$ cat config.mk
export PLATFORM = sky130hd
export DESIGN_NAME = ssc_queue
export DESIGN_NICKNAME = d
export VERILOG_FILES = /design/src/ssc_pkg.sv /design/src/ssc_queue.sv
export SDC_FILE = /design/constraint.sdc
export NUM_CORES = 1
export LEC_CHECK = 0
export ABC_CLOCK_PERIOD_IN_PS = 25900
export BUFFER_PORTS_ARGS = -buffer_cell sky130_fd_sc_hd__buf_4
export CORE_AREA = 2 2 280 282
export CTS_BUF_LIST = sky130_fd_sc_hd__clkbuf_4 sky130_fd_sc_hd__clkbuf_8
export DETAILED_ROUTE_END_ITERATION = 7
export DIE_AREA = 0 0 282 284
export GPL_TIMING_DRIVEN = 0
export PLACE_DENSITY = 0.86
export SLEW_MARGIN = 5
export SYNTH_ARGS = -nofsm -noshare
export SYNTH_HDL_FRONTEND = slang
export SYNTH_SLANG_ARGS = --single-unit
$ cat constraint.sdc
create_clock -name clk -period 25.9 [get_ports clk]
set_input_delay 2.59 -clock clk [delete_from_list [all_inputs] [get_ports clk]]
set_output_delay 2.59 -clock clk [all_outputs]
set_load 0.005 [all_outputs]
$ cat src/ssc_pkg.sv
// shared types, constants and arithmetic steps for the sphere contact block
package ssc_pkg;

  localparam int SQ_LAT     = 32;
  localparam int DIV_LAT    = 33;
  localparam int Q_DEPTH    = 4;
  localparam int Q_PTR_W    = $clog2(Q_DEPTH);
  localparam int Q_CNT_W    = $clog2(Q_DEPTH + 1);
  localparam logic signed [34:0] SAT_MAX = 35'sd2147483647;
  localparam logic signed [34:0] SAT_MIN = -35'sd2147483648;
  localparam logic [32:0] PUSH_CAP = 33'h1_0000_0000;

  // one classified pair, as it travels from front to back
  typedef struct packed {
    logic              hit;
    logic [2:0][31:0]  a;
    logic [2:0]        neg;
    logic [2:0][32:0]  m;
    logic [30:0]       rb;
    logic [31:0]       s;
    logic [63:0]       lo;
    logic              zs;
    logic              zd;
  } item_t;

  // what the output stage still needs after the dividers
  typedef struct packed {
    logic              hit;
    logic [2:0][31:0]  a;
    logic [2:0]        neg;
    logic              zs;
    logic              zd;
  } tail_t;

  typedef struct packed {
    logic              valid;
    logic              hit;
    logic [2:0][31:0]  contact;
    logic [2:0][31:0]  push;
  } result_t;

  typedef struct packed {
    logic [34:0] rem;
    logic [31:0] root;
  } sq_step_t;

  typedef struct packed {
    logic [31:0] rem;
    logic        qb;
  } div_step_t;

  function automatic sq_step_t sqrt_step(input logic [34:0] rem_in,
                                         input logic [31:0] root_in,
                                         input logic [1:0]  pair);
    sq_step_t    r;
    logic [34:0] t;
    logic [34:0] trial;
    t     = {rem_in[32:0], pair};
    trial = {1'b0, root_in, 2'b01};
    if (t >= trial) begin
      r.rem  = t - trial;
      r.root = {root_in[30:0], 1'b1};
    end else begin
      r.rem  = t;
      r.root = {root_in[30:0], 1'b0};
    end
    return r;
  endfunction

  function automatic div_step_t div_step(input logic [31:0] rem_in,
                                         input logic        b,
                                         input logic [31:0] den);
    div_step_t   r;
    logic [32:0] t;
    logic [32:0] d;
    t = {rem_in, b};
    d = {1'b0, den};
    if (t >= d) begin
      r.rem = 32'(t - d);
      r.qb  = 1'b1;
    end else begin
      r.rem = t[31:0];
      r.qb  = 1'b0;
    end
    return r;
  endfunction

  function automatic logic [31:0] sat32(input logic signed [34:0] v);
    logic [31:0] r;
    if (v > SAT_MAX) r = SAT_MAX[31:0];
    else if (v < SAT_MIN) r = SAT_MIN[31:0];
    else r = v[31:0];
    return r;
  endfunction

endpackage

$ cat src/ssc_queue.sv
// short queue of classified pairs between front and back
module ssc_queue import ssc_pkg::*; (
  input  logic                clk,
  input  logic                rst_n,
  input  logic                push,
  input  item_t               wdata,
  input  logic                pop,
  output item_t               rdata,
  output logic                nonempty,
  output logic [Q_CNT_W-1:0]  count
);

  item_t                mem_r [Q_DEPTH];
  logic [Q_PTR_W-1:0]   wr_r, rd_r;
  logic [Q_CNT_W-1:0]   cnt_r;
  logic                 do_pop;

  assign do_pop = pop && (cnt_r != '0);

  always_ff @(posedge clk) begin
    if (!rst_n) begin
      wr_r  <= '0;
      rd_r  <= '0;
      cnt_r <= '0;
    end else begin
      if (push) wr_r <= wr_r + 1'b1;
      if (do_pop) rd_r <= rd_r + 1'b1;
      cnt_r <= cnt_r + Q_CNT_W'(push) - Q_CNT_W'(do_pop);
    end
    if (push) mem_r[wr_r] <= wdata;
  end

  assign rdata    = mem_r[rd_r];
  assign nonempty = (cnt_r != '0);
  assign count    = cnt_r;

endmodule

; After elaboration in Yosys (flattened, before gate mapping)
; Memories as Yosys holds them, arrays and structs flattened. A register that Yosys moved wholly into a read port is not among the register bits.
; Index checks and enable logic that the tools add are counted.
[op_classes]
reduce_logical = 2
add_sub_neg = 4
muxes = 4
[op_table]
columns = cell, n
row1 = 2-bit by 1-bit adder with 2-bit output (second input constant), 2
row2 = 2-bit two-way mux, 2
row3 = 3-bit by 1-bit adder with 3-bit output, 1
row4 = 3-bit nonzero test, 1
row5 = 3-bit by 1-bit subtractor with 3-bit output, 1
row6 = 1-bit two-way mux, 2
row7 = 1-bit logical AND, 1
[word_totals]
word_cells = 14
memories = 1
mem_bits_rw = 1312
regBits = 7
[memory_table]
columns = memory, words, width, read_ports, rd_clocked_by_memory_dff, wr, line
row1 = mem_r, 4, 328, 1, 1, 1, ssc_queue.sv:13  ; item_t mem_r [Q_DEPTH];

; Depth between registers and ports, before layout
; Gate-level depths: netlist of run 1.
[logic_depth]
word_depth = 4
ltp_mapped = 7

; Worst setup path before layout of run 1
; OpenSTA, ideal clock, no wires.
[synth_timing]
path_type = input-to-reg
from = input port push
to = memory mem_r[0][0] (netlist bit) (enable)
slack_ns = 15.189
t_arrival_ns = 9.980
n_path_buf = 0
setup_time_ns = 0.731
cell_stages = 1
required_time_ns = 25.169
path_cell_list = and2_1
[synth_between]
elab_chain_len = 2
[synth_rtl]
columns = item, line
row1 = start: declaration, ssc_queue.sv:5  ; input logic push,
row2 = 1-bit two-way mux, ssc_queue.sv:30  ; if (push) mem_r[wr_r] <= wdata;
row3 = 1-bit two-way mux (not written as such), ssc_queue.sv:30
row4 = end: declaration, ssc_queue.sv:13
; No other way between the ends.

==> results.md, run 1 <==
Outcome:
- The run finished with clean final reports.

Die:
- The floorplan step set the die height to 284 um.
- The I/O pin total is 664.
- The core outline area is 0.07696 mm2.
- The horizontal extent of the die is 282 um.
- Once the floorplan was initialized, standard cells occupied 62.58% of the core.
- The die footprint is 0.08009 mm2.
- The standard-cell row count is 102.

Flow run:
- Max-cap violations in this run came to 0.

Clocking:
- The clock tree from TritonCTS is built.
- In this run, post-CTS repair resized a total of 0 instances.
- The number of hold buffers added after CTS was 0.
- CTS placed an instance of clkbuf_8 at the clock tree root.
- Buffers added to address setup during post-CTS repair amount to 0.
- Clock-pin slew was measured on the worst setup and hold paths at 60 ps.
- The number of sinks handled by clock tree synthesis is 1321.
- At the later pin of the worst-skew pair, clock insertion delay measures 860 ps.
- The number of buffers added by the clock tree synthesis step is 197.
- The total number of H-tree levels is 4.
- No sink is reached through more buffers than the 3 on the longest clock path.

Timing:
- The final-report max-slew violation count was 0.
- The final setup violation count is 0.
- The achievable clock frequency is 175.9 MHz.
- The transition time at the pin with the least slew margin is 1064 ps.
- Summed over all failing endpoints, the final setup total negative slack is 0 ps.
- The total count of hold-check failures in the final report is 0.
- The part of the cycle the worst path needs is 21.95%.
- The largest clock skew in the final design is 72.94 ps.
- The time the final worst path needs with I/O delays and setup is 5685 ps.
- The worst pin sits at a relative slew slack of 29.08%.
- Setup repair after global routing left no endpoint under its margin.

Power and ir drop:
- Power spread over the standard cell area amounts to 88.46 mW/mm2.
- The switching power total is 1.305 mW.
- In this run switching power makes up 25.00% of total power.
- Registers are responsible for 47.7% of the overall power.
- The share of total power dissipated in the clock network is 31.3%.
- VDD sags by at most 78.83 uV.
- The internal power summed over all cells is 3.915 mW.
- Summed over all cells, the static leakage comes to 20.01 nW.
- Combinational logic burns 20.9% of the power.

Cells and area:
- The count of nets after finishing is 2983.
- Relative to the synthesized area, the layout overhead comes to 22.53%.
- The sequential standard cell area is 0.03958 mm2.
- The most common library cell in the layout ignoring fill and taps is edfxtp_1.
- Leaving out fill and tap cells, the most frequent cells in the layout are 1312 x edfxtp_1, 663 x buf_4, 328 x mux4_2.
- The count of filler cells inserted in the layout is 3555.
- The finished layout holds 3866 standard cells, fillers aside.
- The multi-input gate area in the final layout is 0.007664 mm2.
- The share of post-route cells with drive strength above 1 is 49.87%.
- Measured on the finished design, the core utilization comes to 76.68%.

Synth:
- By area the synthesized netlist is led by edfxtp_1 82%, mux4_2 15%, buf_12 1.5%.
- A synthesized cell averages 27.41 um2.
- The net count after synthesis is 2096.
- The count of state elements after synthesis is 1321.
- The synthesized design devotes to its leading area cell type 81.81% of total area.
- The sequential cell area fraction in the yosys report is 82.18%.
- The synthesized instance count is 1757.
- Counting distinct cell types in the post-synthesis netlist gives 21.
- Of all cell types, the one taking the most synthesized area is edfxtp_1.
- The yosys synthesis warning count is 0.
- The area of the mapped netlist is 0.04816 mm2.

Setup path:
- By startpoint and endpoint, the worst setup path is classified as reg -> out.
- The worst path required time is 23310 ps.
- The worst setup path is launched from a flip-flop.
- STA classifies the critical path endpoint as an output pin.
- In this run the worst path has a maximum fanout of 10.
- The data arrival at the endpoint of the critical path is 3090 ps.

Global route:
- The via count of the first global-routing pass is 24930.
- Entering global routing, the biggest net connects 58 pins.
- The initial antenna violation count is 32.
- For this run the aggregate overflow at the end of global routing stands at 0.
- The first-pass GRT wire length is 163300 um.
- Across every metal layer, demand over resource in global routing totals 28.70%.

Place:
- The weighted congestion reported at the end of routability-driven placement is 0.7992.
- The total placed cells including tap cells is 3485.
- The quantity of I/O buffers inserted on ports is 663.
- The HPWL after detailed placement is 73630 um.

Detailed routing:
- The initial detailed-routing violation count is 2051.
- After detailed routing, the number of remaining DRC violations is 0.
- The detail route stage leaves a number of antenna-violating nets equal to 0.
- The total number of vias is 23390.
- Dividing the detail-routed via count by the number of cells gives 6.050.
- For this run, the detailed router's first-pass iteration total came to 5.
- For this block, the routed nets add up to 114400 um of wire.
- The detailed-route wire length per cell is 29.59 um.

Worst hold path:
- The classification of the worst-slack hold path is reg -> reg.
-- routing by layer --
metal,wire length [um],up-vias,track usage (%),share of wire [%]
met5,83,-,0,0.073
met4,6046,14,15.52,5.3
met3,11340,339,9.921,9.9
met2,60530,1343,48.40,53
met1,36390,12170,32.06,32
li1,-,9519,-,-
-- layout make-up --
| cell class | instances | share of cell area, % |
|---|---|---|
| Inverter | 6 | 0.03817 |
| Antenna cell | 27 | 0.1145 |
| Clock buffer | 280 | 5.693 |
| Sequential cell | 1321 | 67.07 |
| Buffer | 73 | 1.531 |
| Timing Repair Buffer | 688 | 9.537 |
| Multi-Input combinational cell | 357 | 12.99 |
| Clock inverter | 74 | 0.8227 |
| Tap cell | 1040 | 2.205 |
-- per-stage QoR --
stage	hold slack (ps)	worst slack, ps	area, um2	total power, mW
final	504.6	20220	59010	5.220
after global routing	540.2	20040	59000	5.390
after CTS	503.8	20050	58940	5.251
after detailed placement	493.9	20690	55100	3.621
after global placement	461.9	9838	54440	3.624
after floorplan	448.9	15190	48160	3.133
-- path summary, 6_finish.rpt --
kind,from,endpoint,slack [ps],cells past startpoint
worst min-delay path,rd_r[1],flip-flop,500,2
worst min register to register,rd_r[1],flip-flop,500,2
worst max-delay path,flip-flop,rdata[261],20220,4
worst max register to register,wr_r[0],mem_r[0][129],22820,7
-- synthesized netlist by cell type --
| master | instances |
|---|---|
| and2_1 | 8 |
| buf_12 | 35 |
| buf_2 | 33 |
| buf_6 | 1 |
| buf_8 | 1 |
| clkbuf_1 | 3 |
| dfxtp_1 | 9 |
| edfxtp_1 | 1312 |
| fa_1 | 1 |
| ha_1 | 6 |
| inv_1 | 6 |
| mux2i_1 | 4 |
| mux4_2 | 328 |
| nand2_1 | 2 |
| nand2b_1 | 2 |
| nor2b_1 | 1 |
| o311ai_0 | 1 |
| o31a_1 | 1 |
| or3_1 | 1 |
| xnor3_1 | 1 |
| xor2_1 | 1 |
-- flip-flops by register name (all words and copies together) (netlist names), named ones only --
| name | cells |
|---|---|
| mem_r | 1312 |
| count | 3 |
| rd_r | 2 |
| wr_r | 2 |
-- worst max-delay path, cell delays in order, from the launching register on --
cell	delay (ps)
dfxtp_1	450
clkbuf_1	820
buf_2	450
mux4_2	400
buf_4	170
-- logic make-up after synthesis --
logic type	after synthesis	synth area share, %
and+or+nand+nor	14	0.1715
DFF	1321	82.18
adders and majority gates	7	0.1975
xor gates and xnor gates	2	0.06495
muxes	332	15.42
buffers and inverters	79	1.923
AOI/OAI and AO/OA	2	0.03638
-- power groups by stage --
stage	logic [mW]	clock network, mW	registers (mW)
finish	1.09	1.63	2.49
global route	1.15	1.75	2.50
CTS	1.10	1.65	2.49
detailed placement	1.09	0	2.53
global placement	1.04	0	2.58
floorplan	0.578	0	2.56
(Power assumes the default switching activity.)
==> run 2: changes to the inputs <==
- ABC_CLOCK_PERIOD_IN_PS: 25900 -> 5700
- CORE_AREA: 2 2 280 282 -> 2 2 289 291
- DIE_AREA: 0 0 282 284 -> 0 0 291 293
- PLACE_DENSITY: 0.86 -> 0.81
- clock period: 25.9 -> 5.7 ns (I/O delays scaled with it)
==> run 2 against run 1 <==
Wire length grew 7.5%. Die area grew 6.5%. Critical path depth is the same. Combinational power grew to 4.8 times the previous value. Utilization shrank 0.57 points. Largest power group unchanged. Non-clock buffer count grew 332. Cell count grew 9.1%.
==> results.md, run 2 (synthesis gave the netlist of run 1 again) <==
Outcome:
- The run finished with clean final reports.

Global route:
- The pin count of the biggest net entering global routing is 57.
- The first-pass GRT wire length is 178100 um.
- The initial antenna violation count is 19.
- The via count of the first global-routing pass came to 27220.
- In the global route stage, met3 resource usage came out at 7.874%.
- In the global route stage, met2 resource usage came out at 51.48%.
- In the global route stage, met1 resource usage came out at 31.99%.
- In this run the most used layer during global routing was met2.
- The total global routing overflow is 0.
- Across every metal layer, demand over resource in global routing totals 29.06%.

Timing:
- The transition time at the pin with the least slew margin is 933.7 ps.
- After layout, the worst path uses 65.93% of the clock period.
- The headroom to the max-slew limit is 37.75%.
- The achievable clock frequency is 266.1 MHz.
- The final setup slack of the worst path is 1942 ps.
- Setup repair after global routing left no endpoint under its margin.
- After layout, the minimum clock period comes to 3758 ps.
- The total count of hold-check failures in the final report is 0.
- Setup violations remaining at the end of the flow were counted as 0.
- The final-report max-slew violation count came to 0.
- The clock arrives with 39.78 ps of skew.

Setup path:
- The data arrival at the endpoint of the critical path is 3190 ps.
- The worst path required time is 5130 ps.
- Traced cell by cell, the critical path runs through clkbuf_1 > buf_2 > mux4_2 > buf_4.
- The worst setup path is captured at an output pin.
- The worst setup path is of the reg -> out kind.
- The slowest stage of the critical path is the clkbuf_1 cell.
- Along the worst path, the maximum fanout reaches 10.
- The largest incremental delay on the critical path is 740 ps.
- The category of the worst setup path launch point is a flip-flop.

Die:
- The die footprint is 0.08526 mm2.
- The die height is 293 um.
- The initial core utilization is 58.84%.
- The horizontal extent of the die is 291 um.
- 664 I/O pins were placed.
- The standard-cell row count is 105.
- The core region is 0.08185 mm2.

Power and ir drop:
- The largest vdd supply drop is 322.0 uV.
- The total power density per cell area is 385.9 mW/mm2.
- The leakage dissipation is 21.36 nW.
- The completed layout was analyzed and its total power is 24.04 mW.

Cells and area:
- Leaving out filler cells and counting taps, the final layout contains 4219.
- The share of post-route cells with drive strength above 1 is 44.39%.
- The most common library cell in the layout ignoring fill and taps is edfxtp_1.
- The area added between synthesis and finish is 29.35%.
- Summing all non-filler instances in the final layout gives an area of 0.06229 mm2.
- The register name with the most flops is mem_r.
- In the layout the commonest cells are 1312 x edfxtp_1, 663 x buf_4, 329 x dlygate4sd3_1.
- For this run, the post-layout net count is 3314.
- For this run, the share of the core covered by cells in the final layout is 76.11%.
- The register with the most flip-flops in the layout has 1312 of them.

Place:
- Before CTS, the worst setup slack after placement is 2756 ps.
- The total placed cells including tap cells is 3518.
- The placement-stage cell area is 0.05520 mm2.
- The quantity of I/O buffers inserted on ports is 663.
- Once detailed placement completed, the half-perimeter wirelength came to 69610 um.
- The weighted congestion reported at the end of routability-driven placement is 0.7801.

Clocking:
- The clock drives 1321 sinks.
- TritonCTS built the clock tree.
- The post-cts gate resize count is 0.
- The number of buffers added by the clock tree synthesis step is 196.
- The total number of H-tree levels is 4.
- The tree is rooted in a clkbuf_8.
- The later-pin clock latency in the skew report is 890 ps.
- Clock-pin slew was measured on the worst setup and hold paths at 70 ps.
- The largest buffer count on any clock path is 3.

Detailed routing:
- The iteration count of the initial detailed-routing pass is 7.
- The initial detailed-routing violation count is 2087.
- The routed design has 123000 um of wire.
- The count of nets left with antenna violations once routing finished came out at 0.
- The final route contains 24880 vias.
- The detailed-route wire length per cell is 29.15 um.
- The number of remaining DRC errors is 0.
- After detailed routing, the number of vias per cell comes to 5.897.

Worst hold path:
- The worst hold path belongs to the class in -> reg.

Flow run:
- Max-cap violations in this run came to 0.
## run 2: routing by layer
layer	share of wire [%]	vias to the layer above
met5	0	-
met4	5.5	0
met3	8.2	327
met2	54	1422
met1	32	12960
li1	-	10170
## run 2: area by class of cell
class | count | area (um2)
inverters | 6 | 22.52
clock buffers | 254 | 3164
fillers | 3847 | 19550
plain buffers | 73 | 903.4
multi-input cells | 357 | 7664
flip-flops and latches | 1321 | 39580
well taps | 1070 | 1339
repair buffers | 1020 | 8989
diodes | 22 | 55.05
clock inverters | 96 | 579.3
## run 2: where the power goes
part	total (mW)	internal, mW	switching [mW]
Clock	7.47	3.82	3.65
Sequential	11.3	11.2	0.151
Combinational	5.24	2.88	2.36
## run 2: final timing paths
path / to / slack [ps] / startpoint / cells after the start
max reg2reg: mem_r[2][313] / 2950 / wr_r[0] / 7
min reg2reg: rd_r[1] / 500 / rd_r[1] / 2
min: wr_r[1] / 110 / push / 3
max: rdata[277] / 1940 / flip-flop / 4
## run 2: worst max-delay path: cells and delay by family, from the launching register on
family   cells  cell delay [ps]
buf+inv      3             1400
flops        1              510
mux          1              400
## run 2: timing repair
| item | 4_1_cts | 5_1_grt |
|---|---|---|
| hold buffers | 329 | 0 |
| setup buffers | 0 | 0 |
| hold endpoints to repair | 1319 | 0 |
## run 2: stage by stage
step	hold WS, ps	setup TNS, ps
2_1_floorplan	448.9	0
3_3_place_gp	476.2	-2992470
3_5_place_dp	480.7	0
4_1_cts	3.115	0
5_1_grt	77.04	0
6_report	105.3	0
